$ cat config.mk
export PLATFORM = sky130hd
export DESIGN_NAME = gnn_cell
export DESIGN_NICKNAME = d
export VERILOG_FILES = /design/src/rtl/gnn_pkg.sv /design/src/rtl/gnn_cell.sv
export SDC_FILE = /design/constraint.sdc
export NUM_CORES = 1
export LEC_CHECK = 0
export BUFFER_PORTS_ARGS = -buffer_cell sky130_fd_sc_hd__buf_2
export CAP_MARGIN = 20
export CORE_AREA = 2 2 109 111
export DETAILED_ROUTE_END_ITERATION = 8
export DIE_AREA = 0 0 111 113
export GPL_ROUTABILITY_DRIVEN = 0
export PLACE_DENSITY = 0.66
export SLEW_MARGIN = 20
export SYNTH_ARGS = -nofsm -noshare
export SYNTH_HDL_FRONTEND = slang
export SYNTH_SLANG_ARGS = --single-unit
$ cat constraint.sdc
create_clock -name clock -period 7.92 [get_ports clock]
set_input_delay 0.792 -clock clock [delete_from_list [all_inputs] [get_ports clock]]
set_output_delay 0.792 -clock clock [all_outputs]
set_load 0.01 [all_outputs]
$ cat src/rtl/gnn_pkg.sv
// ----------------------------------------------------------------------------
// gnn_pkg: shared constants and types for the nearest neighbor order block
// Widths of the distance path, the saturation cap and the cell operations.
// ----------------------------------------------------------------------------
`default_nettype none

package gnn_pkg;

   // Arrival index width of one item
   localparam int IDX_W = 6;

   // Greedy distance saturates here; every value below fits DIST_W bits
   localparam int DIST_W = 27;
   localparam logic [DIST_W-1:0] DIST_CAP = 27'd100000000;

   // Square, sum and root widths of the distance path
   localparam int SQ_W   = 2 * DIST_W;
   localparam int SUM_W  = SQ_W + 1;
   localparam int ROOT_W = (SUM_W + 1) / 2;

   // Operation of one list cell in a cycle
   typedef enum logic [2:0] {
      CELL_HOLD,
      CELL_FROM_LEFT,
      CELL_FROM_RIGHT,
      CELL_NEW,
      CELL_HEAD
   } cell_op_type;

endpackage

`default_nettype wire

$ cat src/rtl/gnn_cell.sv
// ----------------------------------------------------------------------------
// gnn_cell: one entry of the working list
// Holds an arrival index and a start point; takes its neighbor, the new item
// or the list head as its operation selects.
// ----------------------------------------------------------------------------
`default_nettype none

module gnn_cell #(
   parameter int COORD_BITS = 25
) (
   input  wire                             clock,
   input  wire gnn_pkg::cell_op_type       op,
   input  wire signed [COORD_BITS-1:0]     left_x,
   input  wire signed [COORD_BITS-1:0]     left_y,
   input  wire        [gnn_pkg::IDX_W-1:0] left_idx,
   input  wire signed [COORD_BITS-1:0]     right_x,
   input  wire signed [COORD_BITS-1:0]     right_y,
   input  wire        [gnn_pkg::IDX_W-1:0] right_idx,
   input  wire signed [COORD_BITS-1:0]     new_x,
   input  wire signed [COORD_BITS-1:0]     new_y,
   input  wire        [gnn_pkg::IDX_W-1:0] new_idx,
   input  wire signed [COORD_BITS-1:0]     head_x,
   input  wire signed [COORD_BITS-1:0]     head_y,
   input  wire        [gnn_pkg::IDX_W-1:0] head_idx,
   output logic signed [COORD_BITS-1:0]    x_ff,
   output logic signed [COORD_BITS-1:0]    y_ff,
   output logic        [gnn_pkg::IDX_W-1:0] idx_ff
);

   // Load the selected entry
   always_ff @(posedge clock) begin
      unique case (op)
         gnn_pkg::CELL_FROM_LEFT: begin
            x_ff <= left_x;  y_ff <= left_y;  idx_ff <= left_idx;
         end
         gnn_pkg::CELL_FROM_RIGHT: begin
            x_ff <= right_x; y_ff <= right_y; idx_ff <= right_idx;
         end
         gnn_pkg::CELL_NEW: begin
            x_ff <= new_x;   y_ff <= new_y;   idx_ff <= new_idx;
         end
         gnn_pkg::CELL_HEAD: begin
            x_ff <= head_x;  y_ff <= head_y;  idx_ff <= head_idx;
         end
         default: begin
            x_ff <= x_ff;    y_ff <= y_ff;    idx_ff <= idx_ff;
         end
      endcase
   end

endmodule

`default_nettype wire

== Yosys cells after proc, flatten, opt, wreduce, memory -nomap -nowiden ==
Cells that the tools add are included.

* Equality and inequality tests: 4
* Multiplexer cells: 3
* Reduce and logical (&&, ||, !) cells: 1

{| class="wikitable"
|+ Operators with widths
! cell !! number
|-
| one-hot mux 25 bit (4 select lines) || 2
|-
| one-hot mux 6 bit (4 select lines) || 1
|-
| == test 3 x 2 -> 1 bit (second input constant) || 2
|-
| nonzero test 4 bit || 1
|-
| == test 3 x 1 -> 1 bit (second input constant) || 1
|-
| == test 3 bit (second input constant) || 1
|}

* Register bits after elaboration: 56
* Input port bits: 228
* Logic and storage cells: 11

== Depth between registers and ports, before layout ==
* Depth in word-level cells: 2
* Gate-level depth with buffers: 5

== Worst setup path before layout ==
OpenSTA, ideal clock, no wires.

* Path kind: input to register
* From: in op[0]
* To: reg idx_ff[0] (netlist bit), enable pin
* Arrival: 3.729 ns
* Slack: 3.695 ns
* Stages: 2
* Path buffers: 0
* Cells stage by stage: nor2_2 > xnor2_1

* Longest elaborated chain between the ends: 2
* Elaborated cells on any way between the ends: 5
* Those cells by class: eq/ne: 4; reduce/logical: 1

{| class="wikitable"
|+ RTL lines
! item !! RTL line !! RTL
|-
| start: declaration || gnn_cell.sv:12 || <nowiki>input wire gnn_pkg::cell_op_type op,</nowiki>
|-
| == test 3 bit, or another cell as far along || gnn_cell.sv:32 || <nowiki>unique case (op)</nowiki>
|-
| nonzero test 4 bit (no source line) * || - ||
|-
| end signal: assignment || gnn_cell.sv:34 || <nowiki>x_ff <= left_x; y_ff <= left_y; idx_ff <= left_idx;</nowiki>
|-
| end signal: assignment || gnn_cell.sv:37 || <nowiki>x_ff <= right_x; y_ff <= right_y; idx_ff <= right_idx;</nowiki>
|-
| end signal: assignment || gnn_cell.sv:40 || <nowiki>x_ff <= new_x; y_ff <= new_y; idx_ff <= new_idx;</nowiki>
|-
| end: declaration || gnn_cell.sv:27 || <nowiki>output logic [gnn_pkg::IDX_W-1:0] idx_ff</nowiki>
|}

Every way passes the cells marked *; elsewhere a longest branch is shown, timed or not.
A chain may end at the register's enable or synchronous reset.

== Final worst setup path ==
* From: in op[0]
* To: reg y_ff[15], data pin

* Longest elaborated chain between the ends: 2
* Elaborated cells on any way between the ends: 5
* Those cells by class: eq/ne: 4; mux: 1

{| class="wikitable"
|+ RTL lines
! item !! RTL line !! RTL
|-
| == test 3 bit, or another cell as far along || gnn_cell.sv:32 ||
|-
| one-hot mux 25 bit (4 select lines) * || gnn_cell.sv:32 ||
|-
| end signal: assignment || gnn_cell.sv:34 ||
|-
| end signal: assignment || gnn_cell.sv:37 ||
|-
| end signal: assignment || gnn_cell.sv:40 ||
|-
| end: declaration || gnn_cell.sv:26 || <nowiki>output logic signed [COORD_BITS-1:0] y_ff,</nowiki>
|}

Marks and branches as above.

==> key figures <==
Yosys
  • Synth top area cells: edfxtp_1 51%, o221a_1 19%, mux2i_1 17%
  • Synth async-reset ratio: 0%
  • Synth Cell Area: 3288 sq um
  • Seq/Total Area, Yosys: 51.14%
  • Post-synth top cells: 57 x nand2_1, 56 x edfxtp_1, 56 x mux2i_1, 56 x o221a_1, 8 x buf_6
  • Syn_area_per_cell: 13.00 sq um
  • Syn nets: 481
  • Gate count of the mapped netlist: 253
  • Largest area contributor in the netlist: edfxtp_1
  • Yosys warns: 0
  • Yosys cell types: 13
  • Yosys reg bits: 56
  • Synth top area share: 51.14%
  • Primary FF master, synth: edfxtp_1
  • Most common cell in the synthesized netlist: nand2_1
  • Post-synth EDFFs: 56

STA
  • Final setup viols: 0
  • Highest clock rate: 372.0 MHz
  • Fin crit share: 33.94%
  • Tmin final: 2.688 ns
  • Hold Vio Cnt, Final: 0
  • Hold slack: 0.8354 ns
  • Worst slew margin relative to its limit: 29.55%
  • Slew @ Worst Pin: 1.057 ns
  • Setup TNS: 0 ns
  • Slew Limit Fails: 0
  • RSZ-0062 raised after global routing: no

Final layout
  • Final core utilization: 43.37%
  • Final Non-Filler Cells: 665
  • Layout net count: 749
  • Total inserted antenna cells: 0
  • P&R area growth vs syn: 48.67%
  • Fraction of layout cells with a size suffix above 1: 56.51%

Floorplanning
  • Die height: 113 um
  • IO Pins: 284
  • Die ar.: 12540 sq um
  • Row Count: 39
  • Initial Util: 29.17%
  • Core box area: 11270 sq um
  • Chip width: 111 um

Route
  • Drt first pass iters: 5
  • Vias per cell: 4.863
  • DRC viols: 0
  • Post-route ant nets: 0
  • Avg WL per Cell: 15.73 um
  • Iter 0 DRT Violations: 176
  • Via count: 3234
  • WL final: 10460 um

Worst setup path
  • Crit path capture type: flip-flop
  • Req. time, crit path: 7.96 ns
  • Critical path origin: op[0]
  • Crit start category: input port
  • Setup crit end: y_ff[15]$_DFFE_PP_
  • WP data arrival: 2.73 ns
  • Critical Path Fanout Max: 57
  • Worst setup path category: in -> reg

Clocking
  • Post-CTS setup buffer count: 0
  • Htree depth: 2
  • CTS root buf: clkbuf_16
  • CTS Buf Count: 5
  • Cts repair resizes: 0
  • Hold Buf Count CTS: 0
  • TritonCTS clock tree: yes
  • Clock Sinks: 56
  • Clock-pin slew on the worst setup and hold paths: 0.07 ns
  • Clk buf depth: 2

Global route
  • Largest net degree at the start of global routing: 58
  • Vias in the first global route: 3296
  • Gr ovfl total: 0
  • First-pass GRT wire length: 16190 um
  • Total Routing Usage GR: 16.13%
  • Initial antenna violation count: 0

Power
  • Peak supply drop: 0.08373 mV
  • Power per cell area: 169.5 nW/um^2
  • P_leak: 2.309 nW

Place
  • IO buf count: 283
  • DPL Wire Length: 8074 um
  • Cells after DPL: 657

Flow run
  • Max-capacitance violation count: 0

Hold path
  • Worst hold-check path type: in -> reg

Outcome
  • Status: completed
[worst min path at each step]
stage	startpoint	endpoint	slack, ns	depth (start not counted)
final	left_x[20]	x_ff[20]$_DFFE_PP_	0.84	2
after global routing	left_x[0]	x_ff[0]$_DFFE_PP_	0.82	2
after CTS	left_x[0]	x_ff[0]$_DFFE_PP_	0.82	2
after detailed placement	left_x[0]	x_ff[0]$_DFFE_PP_	1.13	2
after global placement	left_y[5]	y_ff[5]$_DFFE_PP_	1.13	2
after floorplan	left_idx[5]	idx_ff[5]$_DFFE_PP_	1.04	1
[state kept, by name, indices dropped and copies added (netlist names)]
| register | flops |
|---|---|
| idx_ff | 6 |
| x_ff | 25 |
| y_ff | 25 |
[logic make-up after synthesis]
kind of cell / synth area share (%)
buf+inv: 5.175
compound gates: 19.41
simple gates: 6.964
mux: 17.05
flops: 51.14
xor+xnor: 0.2664
[through the flow]
step,power [mW],worst slack [ns],area (sq um)
6_report,0.8285,5.232,4888
4_1_cts,0.8398,5.167,4883
3_5_place_dp,0.6252,4.854,4747
5_1_grt,0.8719,5.132,4888
3_3_place_gp,0.6198,4.954,4747
2_1_floorplan,0.5113,3.695,3288
[cells in the final DEF, fill, tap and decap left out, drive strengths merged]
master,n
clkinv,1
mux2i,56
o221a,56
clkbuf,7
xnor2,1
nor2,1
a21o,1
edfxtp,56
nand2,57
nor2b,1
buf,285
[critical path, stage by stage]
cell and delay (ns):
buf_4 0.71, nor2_2 0.19, a21o_2 0.62, o221a_1 0.39
[routing by layer]
metal / global-route usage [%] / part of all wire [%] / vias to the layer above
met4: 5.667 / 2.6 / 0
met2: 29.28 / 50 / 191
met5: 0 / 0 / -
li1: - / - / 1554
met1: 18.41 / 40 / 1464
met3: 4.231 / 7.6 / 25
[where the power goes]
| part | internal (mW) | total, mW | switching (mW) |
|---|---|---|---|
| Combinational | 0.109 | 0.221 | 0.111 |
| Sequential | 0.383 | 0.395 | 0.0119 |
| Clock | 0.117 | 0.213 | 0.0960 |
[final cells by class]
| class | instances | area, sq um |
|---|---|---|
| Fill cell | 1097 | 6384 |
| Sequential cell | 56 | 1682 |
| Timing Repair Buffer | 285 | 1434 |
| Clock buffer | 7 | 132.6 |
| Tap cell | 143 | 178.9 |
| Clock inverter | 1 | 3.754 |
| Multi-Input combinational cell | 173 | 1458 |
Note: power is estimated with default switching activity, not from simulation.
